--- src/sv/spq_pkg.sv ---
// Shared constants, entry layout and operation codes for the stable priority queue.
// Used by the channel interfaces, the entry store, the summary tracker and the top level.
package spq_pkg;

  localparam int CAPACITY      = 16;
  localparam int DATA_BITS     = 8;
  localparam int PRIORITY_BITS = 8;
  localparam int IDX_BITS      = $clog2(CAPACITY);
  localparam int CNT_BITS      = $clog2(CAPACITY + 1);
  localparam int KIND_BITS     = 2;
  localparam int STATUS_BITS   = 2;

  typedef enum logic [KIND_BITS-1:0] {
    KIND_ENQ = 2'd0,
    KIND_DEQ = 2'd1,
    KIND_CLR = 2'd2
  } kind_t;

  typedef enum logic [STATUS_BITS-1:0] {
    STAT_OK    = 2'd0,
    STAT_FULL  = 2'd1,
    STAT_EMPTY = 2'd2
  } status_t;

  typedef struct packed {
    logic [PRIORITY_BITS-1:0] prio;
    logic [DATA_BITS-1:0]     data;
  } entry_t;

  // Control from the sequencer to the summary tracker.
  typedef struct packed {
    logic                push;
    logic                push_first;
    logic [IDX_BITS-1:0] push_idx;
    logic                scan_valid;
    logic [IDX_BITS-1:0] scan_idx;
  } sum_ctl_t;

endpackage

--- src/sv/spq_if.sv ---
// Valid/ready channel interfaces for request and result words.
// Depends on spq_pkg for field widths.
interface spq_in_if;
  logic                              valid;
  logic                              ready;
  logic [spq_pkg::KIND_BITS-1:0]     kind;
  logic [spq_pkg::DATA_BITS-1:0]     item_data;
  logic [spq_pkg::PRIORITY_BITS-1:0] item_priority;

  modport source (output valid, output kind, output item_data, output item_priority,
                  input ready);
  modport sink (input valid, input kind, input item_data, input item_priority,
                output ready);
endinterface

interface spq_out_if;
  logic                              valid;
  logic                              ready;
  logic [spq_pkg::STATUS_BITS-1:0]   status;
  logic [spq_pkg::DATA_BITS-1:0]     removed_data;
  logic [spq_pkg::PRIORITY_BITS-1:0] removed_priority;
  logic [spq_pkg::CNT_BITS-1:0]      entry_count;
  logic [spq_pkg::DATA_BITS-1:0]     oldest_data;
  logic [spq_pkg::DATA_BITS-1:0]     best_data;
  logic [spq_pkg::PRIORITY_BITS-1:0] best_priority;

  modport source (output valid, output status, output removed_data, output removed_priority,
                  output entry_count, output oldest_data, output best_data,
                  output best_priority, input ready);
  modport sink (input valid, input status, input removed_data, input removed_priority,
                input entry_count, input oldest_data, input best_data, input best_priority,
                output ready);
endinterface

--- src/sv/stable_priority_queue.sv ---
// Stable priority queue: request channel req, result channel rsp, both valid/ready.
// Every request word (enqueue, dequeue, clear) yields exactly one result word.
// Entries sit in arrival order in a single-port-read memory; the best entry (largest
// priority, earliest on ties) and the oldest entry are kept in a summary register.
// Enqueue appends at the tail and updates the summary; its result then passes through S_FINISH.
// Enqueue on a full queue drops the item with status full; dequeue on an empty
// queue reports status empty; both leave the queue unchanged, as does clear's
// sibling, an unused kind code.
// Dequeue removes the cached best entry, then shifts the later entries down one
// place (one memory read and write per entry) and rescans the store to rebuild
// the summary (one read per entry).
// One request is in work at a time; req.ready is high while the sequencer is idle,
// also while a finished result still waits in the output register.
// When rsp stalls, the next result holds inside until the output register frees.
// Synchronous reset empties the queue and drops any pending result; the memory
// contents are not cleared, as entries beyond the count are never read.
module stable_priority_queue (
  input logic      clk,
  input logic      rst,
  spq_in_if.sink   req,
  spq_out_if.source rsp
);
  import spq_pkg::*;

  typedef enum logic [1:0] {
    S_IDLE,
    S_SHIFT,
    S_RESCAN,
    S_FINISH
  } state_t;

  state_t                   state;
  logic [CNT_BITS-1:0]      cnt;
  logic [CNT_BITS-1:0]      rd_ptr;
  logic                     pipe_v;
  logic [CNT_BITS-1:0]      pipe_idx;
  status_t                  status_q;
  entry_t                   removed;

  logic                     out_valid;
  status_t                  out_status;
  entry_t                   out_removed;
  logic [CNT_BITS-1:0]      out_count;
  logic [DATA_BITS-1:0]     out_oldest;
  entry_t                   out_best;

  logic                     accept;
  logic                     full;
  logic                     empty;
  logic                     issue;
  logic                     pass_done;
  logic [CNT_BITS-1:0]      shift_dst;
  entry_t                   push_word;
  entry_t                   rd_word;
  logic                     wr_en;
  logic [IDX_BITS-1:0]      wr_addr;
  entry_t                   wr_word;
  sum_ctl_t                 sum_ctl;
  logic [IDX_BITS-1:0]      best_idx;
  entry_t                   best;
  logic [DATA_BITS-1:0]     oldest;

  assign req.ready = (state == S_IDLE);
  assign accept    = req.valid && req.ready;
  assign full      = (cnt == CNT_BITS'(CAPACITY));
  assign empty     = (cnt == '0);
  assign issue     = (state == S_SHIFT || state == S_RESCAN) && (rd_ptr < cnt);
  assign pass_done = !issue && !pipe_v;
  assign shift_dst = pipe_idx - CNT_BITS'(1);

  assign push_word.prio = req.item_priority;
  assign push_word.data = req.item_data;

  always_comb begin
    sum_ctl.push       = accept && (kind_t'(req.kind) == KIND_ENQ) && !full;
    sum_ctl.push_first = empty;
    sum_ctl.push_idx   = cnt[IDX_BITS-1:0];
    sum_ctl.scan_valid = pipe_v && (state == S_RESCAN);
    sum_ctl.scan_idx   = pipe_idx[IDX_BITS-1:0];
  end

  // Append on enqueue; during the shift pass write each word one place lower.
  assign wr_en   = sum_ctl.push || (pipe_v && state == S_SHIFT);
  assign wr_addr = sum_ctl.push ? cnt[IDX_BITS-1:0] : shift_dst[IDX_BITS-1:0];
  assign wr_word = sum_ctl.push ? push_word : rd_word;

  spq_store u_store (
    .clk     (clk),
    .wr_en   (wr_en),
    .wr_addr (wr_addr),
    .wr_word (wr_word),
    .rd_addr (rd_ptr[IDX_BITS-1:0]),
    .rd_word (rd_word)
  );

  spq_summary u_summary (
    .clk       (clk),
    .ctl       (sum_ctl),
    .push_word (push_word),
    .scan_word (rd_word),
    .best_idx  (best_idx),
    .best      (best),
    .oldest    (oldest)
  );

  always_ff @(posedge clk) begin
    if (rst) begin
      state     <= S_IDLE;
      cnt       <= '0;
      pipe_v    <= 1'b0;
      out_valid <= 1'b0;
    end else begin
      pipe_v   <= issue;
      pipe_idx <= rd_ptr;
      if (issue) begin
        rd_ptr <= rd_ptr + CNT_BITS'(1);
      end
      if (rsp.valid && rsp.ready && state != S_FINISH) begin
        out_valid <= 1'b0;
      end
      unique case (state)
        S_IDLE: begin
          if (accept) begin
            unique case (kind_t'(req.kind))
              KIND_ENQ: begin
                removed <= '0;
                state   <= S_FINISH;
                if (full) begin
                  status_q <= STAT_FULL;
                end else begin
                  status_q <= STAT_OK;
                  cnt      <= cnt + CNT_BITS'(1);
                end
              end
              KIND_DEQ: begin
                if (empty) begin
                  removed  <= '0;
                  status_q <= STAT_EMPTY;
                  state    <= S_FINISH;
                end else begin
                  removed  <= best;
                  status_q <= STAT_OK;
                  rd_ptr   <= CNT_BITS'(best_idx) + CNT_BITS'(1);
                  state    <= S_SHIFT;
                end
              end
              KIND_CLR: begin
                removed  <= '0;
                status_q <= STAT_OK;
                state    <= S_FINISH;
                cnt      <= '0;
              end
              default: begin
                removed  <= '0;
                status_q <= STAT_OK;
                state    <= S_FINISH;
              end
            endcase
          end
        end
        S_SHIFT: begin
          if (pass_done) begin
            cnt    <= cnt - CNT_BITS'(1);
            rd_ptr <= '0;
            state  <= S_RESCAN;
          end
        end
        S_RESCAN: begin
          if (pass_done) begin
            state <= S_FINISH;
          end
        end
        S_FINISH: begin
          // hold until the output register is free
          if (!out_valid || rsp.ready) begin
            out_valid   <= 1'b1;
            out_status  <= status_q;
            out_removed <= removed;
            out_count   <= cnt;
            out_oldest  <= empty ? '0 : oldest;
            out_best    <= empty ? '0 : best;
            state       <= S_IDLE;
          end
        end
        default: begin
          state <= S_IDLE;
        end
      endcase
    end
  end

  assign rsp.valid            = out_valid;
  assign rsp.status           = out_status;
  assign rsp.removed_data     = out_removed.data;
  assign rsp.removed_priority = out_removed.prio;
  assign rsp.entry_count      = out_count;
  assign rsp.oldest_data      = out_oldest;
  assign rsp.best_data        = out_best.data;
  assign rsp.best_priority    = out_best.prio;

  a_count_bound: assert property (@(posedge clk) disable iff (rst)
    cnt <= CNT_BITS'(CAPACITY))
    else $error("entry count above capacity");

  a_shift_range: assert property (@(posedge clk) disable iff (rst)
    (state == S_SHIFT && pipe_v) |-> (pipe_idx != '0 && pipe_idx < cnt))
    else $error("shift write outside held entries");

  a_deq_starts_shift: assert property (@(posedge clk) disable iff (rst)
    (accept && kind_t'(req.kind) == KIND_DEQ && !empty) |=> (state == S_SHIFT))
    else $error("dequeue did not start the shift pass");

  a_full_count: assert property (@(posedge clk) disable iff (rst)
    (out_valid && out_status == STAT_FULL) |-> (out_count == CNT_BITS'(CAPACITY)))
    else $error("full status with room left");

  a_empty_summary: assert property (@(posedge clk) disable iff (rst)
    (out_valid && out_count == '0) |-> (out_best == '0 && out_oldest == '0))
    else $error("summary fields nonzero on empty queue");

endmodule

--- src/sv/spq_store.sv ---
// Entry store: one write port and one read port with registered read data.
// Depends on spq_pkg for the entry layout and depth.
module spq_store (
  input  logic                     clk,
  input  logic                     wr_en,
  input  logic [spq_pkg::IDX_BITS-1:0] wr_addr,
  input  spq_pkg::entry_t          wr_word,
  input  logic [spq_pkg::IDX_BITS-1:0] rd_addr,
  output spq_pkg::entry_t          rd_word
);
  import spq_pkg::*;

  entry_t mem [CAPACITY];

  always_ff @(posedge clk) begin
    if (wr_en) begin
      mem[wr_addr] <= wr_word;
    end
    rd_word <= mem[rd_addr];
  end

endmodule

--- src/sv/spq_summary.sv ---
// Tracks the oldest entry and the earliest highest-priority entry and its index.
// Updated on appends and rebuilt by a scan over the store. Depends on spq_pkg.
module spq_summary (
  input  logic                     clk,
  input  spq_pkg::sum_ctl_t        ctl,
  input  spq_pkg::entry_t          push_word,
  input  spq_pkg::entry_t          scan_word,
  output logic [spq_pkg::IDX_BITS-1:0] best_idx,
  output spq_pkg::entry_t          best,
  output logic [spq_pkg::DATA_BITS-1:0] oldest
);
  import spq_pkg::*;

  always_ff @(posedge clk) begin
    if (ctl.push) begin
      // strictly greater keeps the earlier entry on ties
      if (ctl.push_first || push_word.prio > best.prio) begin
        best     <= push_word;
        best_idx <= ctl.push_idx;
      end
      if (ctl.push_first) begin
        oldest <= push_word.data;
      end
    end else if (ctl.scan_valid) begin
      if (ctl.scan_idx == '0) begin
        best     <= scan_word;
        best_idx <= '0;
        oldest   <= scan_word.data;
      end else if (scan_word.prio > best.prio) begin
        best     <= scan_word;
        best_idx <= ctl.scan_idx;
      end
    end
  end

endmodule
--- src/flat_wrapper.sv ---
// flat-port wrapper written by rule: the top's interface ports become plain ports
module stable_priority_queue_flat import spq_pkg::*;
  (clk, rst, req_valid, req_kind, req_item_data, req_item_priority, req_ready, rsp_valid, rsp_status, rsp_removed_data, rsp_removed_priority, rsp_entry_count, rsp_oldest_data, rsp_best_data, rsp_best_priority, rsp_ready);
  spq_in_if req_i ();
  spq_out_if rsp_i ();
  input logic clk;
  input logic rst;
  input wire logic [$bits(req_i.valid)-1:0] req_valid;
  input wire logic [$bits(req_i.kind)-1:0] req_kind;
  input wire logic [$bits(req_i.item_data)-1:0] req_item_data;
  input wire logic [$bits(req_i.item_priority)-1:0] req_item_priority;
  output wire logic [$bits(req_i.ready)-1:0] req_ready;
  output wire logic [$bits(rsp_i.valid)-1:0] rsp_valid;
  output wire logic [$bits(rsp_i.status)-1:0] rsp_status;
  output wire logic [$bits(rsp_i.removed_data)-1:0] rsp_removed_data;
  output wire logic [$bits(rsp_i.removed_priority)-1:0] rsp_removed_priority;
  output wire logic [$bits(rsp_i.entry_count)-1:0] rsp_entry_count;
  output wire logic [$bits(rsp_i.oldest_data)-1:0] rsp_oldest_data;
  output wire logic [$bits(rsp_i.best_data)-1:0] rsp_best_data;
  output wire logic [$bits(rsp_i.best_priority)-1:0] rsp_best_priority;
  input wire logic [$bits(rsp_i.ready)-1:0] rsp_ready;
  assign req_i.valid = req_valid;
  assign req_i.kind = req_kind;
  assign req_i.item_data = req_item_data;
  assign req_i.item_priority = req_item_priority;
  assign req_ready = req_i.ready;
  assign rsp_valid = rsp_i.valid;
  assign rsp_status = rsp_i.status;
  assign rsp_removed_data = rsp_i.removed_data;
  assign rsp_removed_priority = rsp_i.removed_priority;
  assign rsp_entry_count = rsp_i.entry_count;
  assign rsp_oldest_data = rsp_i.oldest_data;
  assign rsp_best_data = rsp_i.best_data;
  assign rsp_best_priority = rsp_i.best_priority;
  assign rsp_i.ready = rsp_ready;
  stable_priority_queue u_core (.clk(clk), .rst(rst), .req(req_i), .rsp(rsp_i));
endmodule
--- config.mk ---
export PLATFORM = sky130hd
export DESIGN_NAME = stable_priority_queue_flat
export DESIGN_NICKNAME = d
export VERILOG_FILES = /design/src/sv/spq_pkg.sv /design/src/sv/spq_if.sv /design/src/sv/stable_priority_queue.sv /design/src/sv/spq_store.sv /design/src/sv/spq_summary.sv /design/src/flat_wrapper.sv
export SDC_FILE = /design/constraint.sdc
export NUM_CORES = 1
export LEC_CHECK = 0
export BUFFER_PORTS_ARGS = -buffer_cell sky130_fd_sc_hd__buf_2
export CORE_ASPECT_RATIO = 2
export CORE_MARGIN = 8
export CORE_UTILIZATION = 45
export CTS_BUF_LIST = sky130_fd_sc_hd__clkbuf_16
export DETAILED_ROUTE_END_ITERATION = 7
export HOLD_SLACK_MARGIN = 0.03
export PLACE_DENSITY = 0.6
export SLEW_MARGIN = 20
export SYNTH_ARGS = -nofsm -noshare
export SYNTH_HDL_FRONTEND = slang
export SYNTH_SLANG_ARGS = --single-unit
export TNS_END_PERCENT = 5
--- constraint.sdc ---
create_clock -name clk -period 5.73 [get_ports clk]
set_input_delay 0.573 -clock clk [delete_from_list [all_inputs] [get_ports clk]]
set_output_delay 0.573 -clock clk [all_outputs]
set_load 0.005 [all_outputs]
==> qor.txt, run 1 <==
Outcome = finished, final reports clean
Initial Util = 45.6%
Hold buffer count at CTS = 0
Num CTS Buffers = 34
Pre-CTS setup slack = 2.03 ns
Top FF cell, synth = edfxtp_1
DRC = 0
Crit path capture type = flop
Height of the die = 277 um
Final min period = 3.71 ns
Largest family of logic cells by synthesized area = multiplexers
Row count = 95
WP data arrival = 3.85 ns
Max-slew violations = 0
First-pass GRT wire length = 53,300 um
Final ANT Viol Nets = 0
Synth top area cells = edfxtp_1 (70%), mux4_2 (9.4%), dfxtp_1 (3.3%)
Total power = 8540 uW
IO Port Bufs = 70
Commonest cells after routing, fill and taps aside = edfxtp_1 (358), buf_2 (70), nand2_1 (68), mux4_2 (64), nor2b_1 (39)
Reg-to-reg endpoint = u_core.u_store.mem[11][13]
VDD IR max = 0.244 mV
Root Driver = clkbuf_16
Xor-xnor portion of the synthesized cell area = 0.458%
Area share of fa/ha/maj cells after synthesis = 2.37%
Final WS setup = 2.02 ns
Final setup vio count = 0
Final RePlAce weighted congestion = 0.918
Routed WL = 35,600 um
Vias = 8,032
RSZ-0062 raised after global routing = no
Critical-path cell list = inv_1 -> ha_1 -> nand4bb_1 -> nand2_1 -> a31oi_1 -> nor2_2
Clk sinks = 383
Routed len/inst = 25.2 um
GRT Util Overall = 17.7%
Die X = 146 um
Share of flip-flops with an asynchronous set or reset = 0%
Utilization after layout = 51.4%
Clock Skew = 0.0163 ns
Number of global-route vias before repair = 8,472
Compound-cell area share of the yosys netlist = 4.56%
EDFF count, synth = 358
Mapped Cells = 877
CTS max path bufs = 3
WS Path Type = reg2reg
Worst-path clk slew = 0.07 ns
Initial DRC Count = 430
Area leader, netlist = edfxtp_1
Share of the synthesized area in the top cell type = 70.3%
Number of gates resized after CTS = 0
Max-Cap Viols = 0
Mux cell area share after synthesis = 10.5%
Setup TNS = 0 ns
Mapped cell area = 15,300 sq um
CP peak stage delay = 0.85 ns
Nets@finish = 1,003
Slew @ Worst Pin = 1.04 ns
Largest net degree at the start of global routing = 65
Worst slew margin = 30.6%
Syn. warnings = 0
Hold Path Depth = 4
CTS tree = done
Final Cycle Share = 64.8%
Netlist cell types = 52
Flops & latches, synth = 383
Worst-path maximum fanout = 27
RR Startpoint = u_core.cnt[1]
Maximum clock rate = 0.269 GHz
Critical Path RT = 5.87 ns
Vias/cell = 5.68
Hold EP = u_core.rsp.valid
Syn Area/Cell = 17.4 sq um
Simple-gate share of the synthesized area = 6.84%
Hold path start = rsp_ready
Fin cells = 1,413
Later-pin clock latency in the skew report = 0.53 ns
Most common cell after layout, fill and taps aside = edfxtp_1
Register area share after synthesis = 73.5%
Antenna violations before repair = 0
Hold Path Class = in2reg
Synthesized Nets = 928
Top Ports = 71
Area Growth Syn to Fin = 12.6%
CP max-delay cell = nor2_2
Post-CTS Setup Inserts = 0
CORE AREA = 33,500 sq um
Hpwl dp = 24,600 um
H-Tree Depth = 2
Detailed Routing Iterations Pass 1 = 6
R2R cell count = 6
Die area = 40,500 sq um
Cells after DPL = 1,352
Total inserted antenna cells = 0
FF-to-FF setup slack = 2.02 ns
Critical Path Source Type = flop
Congestion Overflow GR = 0
Pwr dens = 495 nW/um^2
Final Hold Fails = 0
Leakage power = 0.00574 uW
Share of cells above drive strength 1 = 22.6%
Fillers = 2,725
-- report_power, final --
part / internal [uW] / leakage (uW) / total (uW) / switching (uW)
Sequential: 3690 / 0.00345 / 3840 / 151
Clock: 1190 / 0.000531 / 2210 / 1010
Combinational: 854 / 0.00176 / 2490 / 1640
Total: 5730 / 0.00574 / 8540 / 2800
-- worst max path at each step --
| stage | start | cells past startpoint | to | slack (ns) |
|---|---|---|---|---|
| finish | u_core.cnt[1] | 6 | u_core.u_store.mem[11][13] | 2.02 |
| global route | u_core.cnt[0] | 7 | u_core.u_store.mem[1][5] | 1.69 |
| CTS | u_core.cnt[1] | 6 | u_core.u_store.mem[10][11] | 2.01 |
| detailed placement | u_core.cnt[1] | 7 | u_core.u_store.mem[11][15] | 2.03 |
| global placement | u_core.cnt[1] | 7 | u_core.u_store.mem[11][11] | 2.12 |
| floorplan | rst | 2 | u_core.rsp.best_data[0] | 0.94 |
-- flip-flops by register name, indices dropped and copies added (netlist names) --
| register | count |
|---|---|
| u_core.pipe_v | 1 |
| u_core.rsp.status | 2 |
| u_core.u_summary.oldest | 8 |
| u_core.cnt | 5 |
| u_core.u_store.mem | 256 |
| u_core.status_q | 2 |
| u_core.rd_ptr | 5 |
| u_core.rsp.best_priority | 8 |
| u_core.rsp.removed_data | 8 |
| u_core.u_store.rd_word | 16 |
| u_core.rsp.best_data | 8 |
| u_core.state | 2 |
| u_core.u_summary.best | 16 |
| u_core.u_summary.best_idx | 4 |
| u_core.rsp.entry_count | 5 |
| u_core.rsp.valid | 1 |
| u_core.rsp.oldest_data | 8 |
| u_core.removed | 16 |
| u_core.pipe_idx | 4 |
| u_core.rsp.removed_priority | 8 |
-- logic make-up (layout without fill, tap and decap cells) --
family / Yosys count / count (layout)
flops: 383 / 383
simple gates: 208 / 208
compound gates: 104 / 104
mux: 81 / 81
buf+inv: 64 / 164
fa+ha+maj: 29 / 29
xor+xnor: 8 / 8
-- critical path, delay by kind of cell, from the launching register on --
kind,cells,cell delay (ns)
adders and majority gates,1,0.29
and+or+nand+nor,3,1.88
buffers and inverters,1,0.25
DFF,1,0.40
AOI/OAI and AO/OA,1,0.48
-- synthesized netlist by cell type, types with 7 or more instances --
cell,number
clkbuf_1,25
and2_1,14
a211oi_1,21
nor3_1,19
nor2_1,31
dfxtp_1,25
edfxtp_1,358
mux2i_1,17
inv_1,22
nand2_1,68
mux4_2,64
nand3_1,10
nand4_1,7
o21ai_0,11
a21oi_1,27
buf_2,13
nor2b_1,39
ha_1,29
-- area by class of cell --
cell class	count	area [sq um]	area share, %
sequential	383	11300	65.3
inverter	22	82.6	0.479
clock buffer	34	851	4.94
tap	436	546	3.17
clock inverter	27	211	1.23
multi-input combinational	430	3860	22.4
timing repair buffer	81	433	2.51
-- through the flow --
step                      instance area, sq um  hold slack [ns]
after floorplan                          15300            0.400
after global placement                   16200            0.401
after detailed placement                 16200            0.406
after CTS                                17200            0.349
after global routing                     17200            0.387
final                                    17200            0.357
-- per-layer routing --
metal	track usage, %	routed length (um)	vias up	part of all wire [%]
li1	-	-	3599	-
met1	18.3	12300	4078	35
met2	32.1	19300	263	54
met3	2.36	1410	92	4.0
met4	12.7	2630	0	7.4
met5	0	0	-	0
Power figures use the tool's default switching activity.
==> run 2, diff against run 1 <==
ABC_AREA = 1   (was default)
clock period = 3.5 ns   (was 5.73 ns; I/O delays follow)
==> qor.txt, run 2 <==
Flops & latches, synth = 383
CP bufs+invs = 4
Total inserted antenna cells = 0
Worst slew margin = 44.9%
Xor-xnor portion of the synthesized cell area = 0.452%
Mapped cell area = 15,500 sq um
Top FF cell, synth = edfxtp_1
Mux cell area share after synthesis = 0%
Area leader, netlist = edfxtp_1
First-pass GRT wire length = 56,500 um
Final Hold Fails = 0
Critical Path RT = 3.71 ns
Detailed Routing Iterations Pass 1 = 5
Final min period = 2.91 ns
Max-slew violations = 0
Worst-path clk slew = 0.07 ns
Largest family of logic cells by synthesized area = simple AND/OR/NAND/NOR gates
Final RePlAce weighted congestion = 0.878
EDFF count, synth = 358
Multi-input gate area = 3740 sq um
Worst-path maximum fanout = 31
Height of the die = 279 um
Syn Area/Cell = 12.3 sq um
Mapped Cells = 1,257
Share of the synthesized area in the top cell type = 69.3%
Max-Cap Viols = 0
VDD IR max = 0.843 mV
Congestion Overflow GR = 0
RSZ-0062 raised after global routing = no
CORE AREA = 34,100 sq um
CTS tree = done
CP max-delay cell = ha_1
Hold buffer count at CTS = 0
IO Port Bufs = 70
DRC = 0
Final ANT Viol Nets = 0
Hold Path Class = in2reg
Fillers = 2,974
Most common cell after layout, fill and taps aside = edfxtp_1
H-Tree Depth = 2
Synth top area cells = edfxtp_1 (69%), nor2_1 (5.8%), nand2_1 (4.0%)
Share of flip-flops with an asynchronous set or reset = 0%
Crit path capture type = flop
Register area share after synthesis = 72.5%
Netlist cell types = 36
Fin cells = 1,803
Top Ports = 71
Nets@finish = 1,389
Slew @ Worst Pin = 0.825 ns
Maximum clock rate = 0.344 GHz
Post-synth top cells = edfxtp_1 (358), nor2_1 (241), nand2_1 (165)
Root Driver = clkbuf_16
Critical Path Source Type = flop
Number of global-route vias before repair = 9,621
Area Growth Syn to Fin = 13.0%
Die area = 41,000 sq um
Final setup vio count = 0
Biggest register = u_core.u_store.mem
Later-pin clock latency in the skew report = 0.52 ns
Largest net degree at the start of global routing = 133
Commonest cells after routing, fill and taps aside = edfxtp_1 (358), nor2_1 (241), nand2_1 (165), o21ai_0 (123), inv_1 (71)
Most frequent cell after synthesis = edfxtp_1
Largest register FFs = 256
Leakage power = 0.00641 uW
Clock Skew = 0.0164 ns
Post-CTS Setup Inserts = 0
Vias/cell = 5.29
Share of cells above drive strength 1 = 13.1%
GRT Util Overall = 18.2%
Clk sinks = 383
Simple-gate share of the synthesized area = 12.6%
CTS max path bufs = 3
Row count = 96
Register area = 11,300 sq um
Number of gates resized after CTS = 0
Initial Util = 45.5%
CP peak stage delay = 0.37 ns
Routed len/inst = 20.6 um
Cells after DPL = 1,743
Critical-path cell list = inv_1 -> ha_1 -> nand2_1 -> nor3_2 -> nand2_4 -> inv_4 -> nand2_2 -> o21ai_2 -> inv_2 -> nor2_1 -> nand2_1 -> nor2_1 -> buf_4
Initial DRC Count = 695
WP data arrival = 3.12 ns
Largest delay share family, worst path = simple AND/OR/NAND/NOR gates
Num CTS Buffers = 34
Syn. warnings = 0
Final Cycle Share = 83.1%
Area share of fa/ha/maj cells after synthesis = 2.34%
WS Path Type = reg2reg
Synthesized Nets = 1,308
Hpwl dp = 25,100 um
Outcome = finished, final reports clean
Vias = 9,544
Compound-cell area share of the yosys netlist = 8.65%
Pwr dens = 844 nW/um^2
Antenna violations before repair = 0
Die X = 147 um
Routed WL = 37,200 um
Setup TNS = 0 ns
WHS = 0.108 ns
run 2: cell count changes in the layout (fill, tap and decap cells not counted), moves of 19 or more:
cell,delta
nor2_1,+226
o21ai_0,+112
nand2_1,+97
mux4_2,-64
inv_1,+47
nor2b_1,-39
nand3_1,+33
o32ai_1,+32
o211ai_1,+27
a211oi_1,-19
buf_4,+19
run 2: path summary, 6_finish.rpt:
| path | to | start | cells past startpoint | slack (ns) |
|---|---|---|---|---|
| hold reg to reg | u_core.rsp.removed_priority[6] | u_core.removed[14] | 0 | 0.42 |
| setup reg to reg | u_core.u_store.mem[11][1] | u_core.state[0] | 13 | 0.59 |
| setup / recovery | u_core.u_store.mem[11][1] | u_core.state[0] | 13 | 0.59 |
| hold / removal | u_core.rsp.valid | rst | 2 | 0.11 |
run 2: stage by stage:
stage / util, % / total power [uW] / setup slack [ns] / area, sq um
global placement: 48.3 / 11300 / 0.700 / 16500
global route: 51.4 / 15600 / 0.374 / 17500
detailed placement: 48.3 / 11300 / 0.618 / 16500
CTS: 51.4 / 14900 / 0.616 / 17500
finish: 51.4 / 14800 / 0.592 / 17500
floorplan: - / 9510 / 0.623 / 15500
run 2: power by group:
| group | total [uW] | switching, uW | internal (uW) |
|---|---|---|---|
| registers | 6290 | 229 | 6060 |
| clock network | 3610 | 1620 | 1990 |
| logic | 4900 | 3570 | 1330 |
run 2: area by class of cell:
type / count / share of cell area [%]
inverter: 76 / 1.65
tap: 441 / 3.15
clock buffer: 35 / 4.99
sequential: 383 / 64.2
multi-input combinational: 740 / 21.3
timing repair buffer: 103 / 3.62
clock inverter: 25 / 1.11
run 2: layer usage:
layer	part of all wire, %	GRT usage [%]	vias to the layer above	routed length [um]
met3	4.3	2.11	81	1620
met2	56	34.9	275	20700
met1	35	18.7	4575	13100
met5	0	0	-	0
li1	-	-	4613	-
met4	4.8	9.86	0	1790
run 2: worst register-to-register path: cells and delay by family (launching register included):
kind / cells / cell delay, ns
buf+inv: 4 / 0.63
fa+ha+maj: 1 / 0.37
flops: 1 / 0.34
compound gates: 1 / 0.10
simple gates: 7 / 1.15
run 2: cells by family (layout without fill, tap and decap cells):
| logic type | count (synthesis) | in the layout |
|---|---|---|
| buf+inv | 134 | 239 |
| compound gates | 221 | 221 |
| flops | 383 | 383 |
| xor+xnor | 8 | 8 |
| fa+ha+maj | 29 | 29 |
| simple gates | 482 | 482 |
==> run 3, diff against run 2 <==
PLACE_DENSITY = 0.63   (was 0.6)
clock period = 2.5 ns   (was 3.5 ns; I/O delays follow)
==> qor.txt, run 3 (synthesis gave the netlist of run 2 again) <==
Outcome = finished, final reports clean
Leakage power = 0.00665 uW
Register share of total power = 40.6%
CP max-delay cell = dfxtp_1
Area Growth Syn to Fin = 16.3%
Commonest cells after routing, fill and taps aside = edfxtp_1 (358), nor2_1 (240), nand2_1 (165), o21ai_0 (123)
Pwr dens = 1190 nW/um^2
Nets@finish = 1,427
CTS tree = done
Final Cycle Share = 96.0%
Multi-input gate area = 3750 sq um
Hpwl dp = 27,200 um
Hold Path Class = in2reg
Number of global-route vias before repair = 9,873
Final RePlAce weighted congestion = 0.898
Worst slew margin = 53.8%
WS Path Type = reg2reg
Comb power frac = 35.9%
Cells after DPL = 1,781
R2R cell count = 11
Final Hold Fails = 0
Placed cell area = 17,000 sq um
Max-slew violations = 0
Largest register FFs = 256
Largest net degree at the start of global routing = 133
CORE AREA = 34,100 sq um
Die X = 147 um
Worst-path maximum fanout = 16
Later-pin clock latency in the skew report = 0.59 ns
RSZ-0062 raised after global routing = no
Final setup vio count = 0
Critical Path RT = 2.78 ns
H-Tree Depth = 1
Root Driver = clkbuf_16
CTS max path bufs = 3
Initial Util = 45.5%
CP peak stage delay = 0.31 ns
Final ANT Viol Nets = 0
Biggest register = u_core.u_store.mem
Height of the die = 279 um
First-pass GRT wire length = 57,900 um
Clk sinks = 383
Routed WL = 38,000 um
Worst-path clk slew = 0.08 ns
Register area = 11,300 sq um
Slew @ Worst Pin = 0.689 ns
Fin cells = 1,841
Initial DRC Count = 732
Congestion Overflow GR = 0
Vias/cell = 5.34
Gr busiest metal = met2
Top Ports = 71
Fillers = 2,853
Critical Path Source Type = flop
Clock Skew = 0.0264 ns
GR met3 Demand/Resource = 2.48%
Total inserted antenna cells = 0
GRT Util Overall = 18.5%
Detailed Routing Iterations Pass 1 = 8
Die area = 41,000 sq um
GR Util met1 = 18.8%
Row count = 96
Maximum clock rate = 0.417 GHz
WP data arrival = 2.67 ns
Post-CTS Setup Inserts = 0
Critical path's most frequent cell = nand2_4
Share of cells above drive strength 1 = 16.0%
IO Port Bufs = 70
Switching power = 7920 uW
Routed len/inst = 20.6 um
DRC = 0
Max-Cap Viols = 0
Critical-path cell list = inv_1 -> ha_1 -> nand2_2 -> nor2_4 -> nand2_4 -> nand2_4 -> inv_4 -> o21ai_2 -> nand3_1 -> nor2_1 -> buf_12
Final min period = 2.40 ns
Sw Ratio = 36.8%
Grt met2 use = 34.3%
Antenna violations before repair = 0
VDD IR max = 0.854 mV
Pint = 13,600 uW
Vias = 9,834
Num CTS Buffers = 31
WHS = 0.156 ns
Hold Path Depth = 3
Finished Cell Area = 18,000 sq um
Crit path capture type = flop
Most common cell after layout, fill and taps aside = edfxtp_1
Clock share of power = 23.5%
-- run 3: cell types whose count changed in the layout (fill, tap and decap cells not counted), moves of 2 or more --
cell	previous run	this run
buf_4	30	52
clkbuf_16	35	31
buf_12	3	19
bufinv_16	2	5
clkinvlp_4	2	4
clkinv_2	3	8
clkinv_1	11	5
dlygate4sd3_1	0	3
-- run 3: worst paths after layout --
check,startpoint,end,slack [ns]
min reg2reg,u_core.removed[8],u_core.rsp.removed_priority[0],0.42
min,req_item_priority[2],u_core.u_store.mem[8][10],0.16
max,u_core.cnt[1],u_core.u_store.mem[2][12],0.10
max reg2reg,u_core.cnt[1],u_core.u_store.mem[2][12],0.10
-- run 3: layer usage --
metal	wire length, um	share of wire, %
met1	13200	35
met2	20300	54
met3	1800	4.7
met4	2610	6.9
met5	0	0
-- run 3: layout make-up --
class | count | share of cell area (%)
flip-flops and latches | 383 | 62.4
multi-input cells | 740 | 20.8
repair buffers | 144 | 6.38
clock buffers | 31 | 4.30
well taps | 441 | 3.06
inverters | 76 | 1.60
clock inverters | 26 | 1.54
-- run 3: timing repair --
item,CTS,global route
hold buffers,3,0
setup endpoints to repair,0,141
gates resized for setup,0,3
hold endpoints to repair,3,0
-- run 3: power groups by stage --
stage | Sequential (uW) | Combinational [uW] | Clock, uW
floorplan | 8830 | 4490 | 0
global placement | 8860 | 7640 | 0
detailed placement | 8870 | 7740 | 0
CTS | 8730 | 7780 | 5150
global route | 8780 | 8500 | 5370
finish | 8740 | 7740 | 5050
-- run 3: critical path: cells and delay by family, from the launching register on --
kind / cells / cell delay [ns]
simple gates: 6 / 0.96
buf+inv: 3 / 0.39
flops: 1 / 0.31
fa+ha+maj: 1 / 0.22
compound gates: 1 / 0.21
-- run 3: metrics by stage --
stage | util [%] | setup WS, ns | TNS (ns) | total power, uW
floorplan | - | -0.262 | -37.98 | 13300
global placement | 49.7 | 0.149 | 0 | 16500
detailed placement | 49.7 | 0.0909 | 0 | 16600
CTS | 52.9 | 0.0742 | 0 | 21700
global route | 52.9 | 0.00839 | 0 | 22600
finish | 52.9 | 0.101 | 0 | 21500
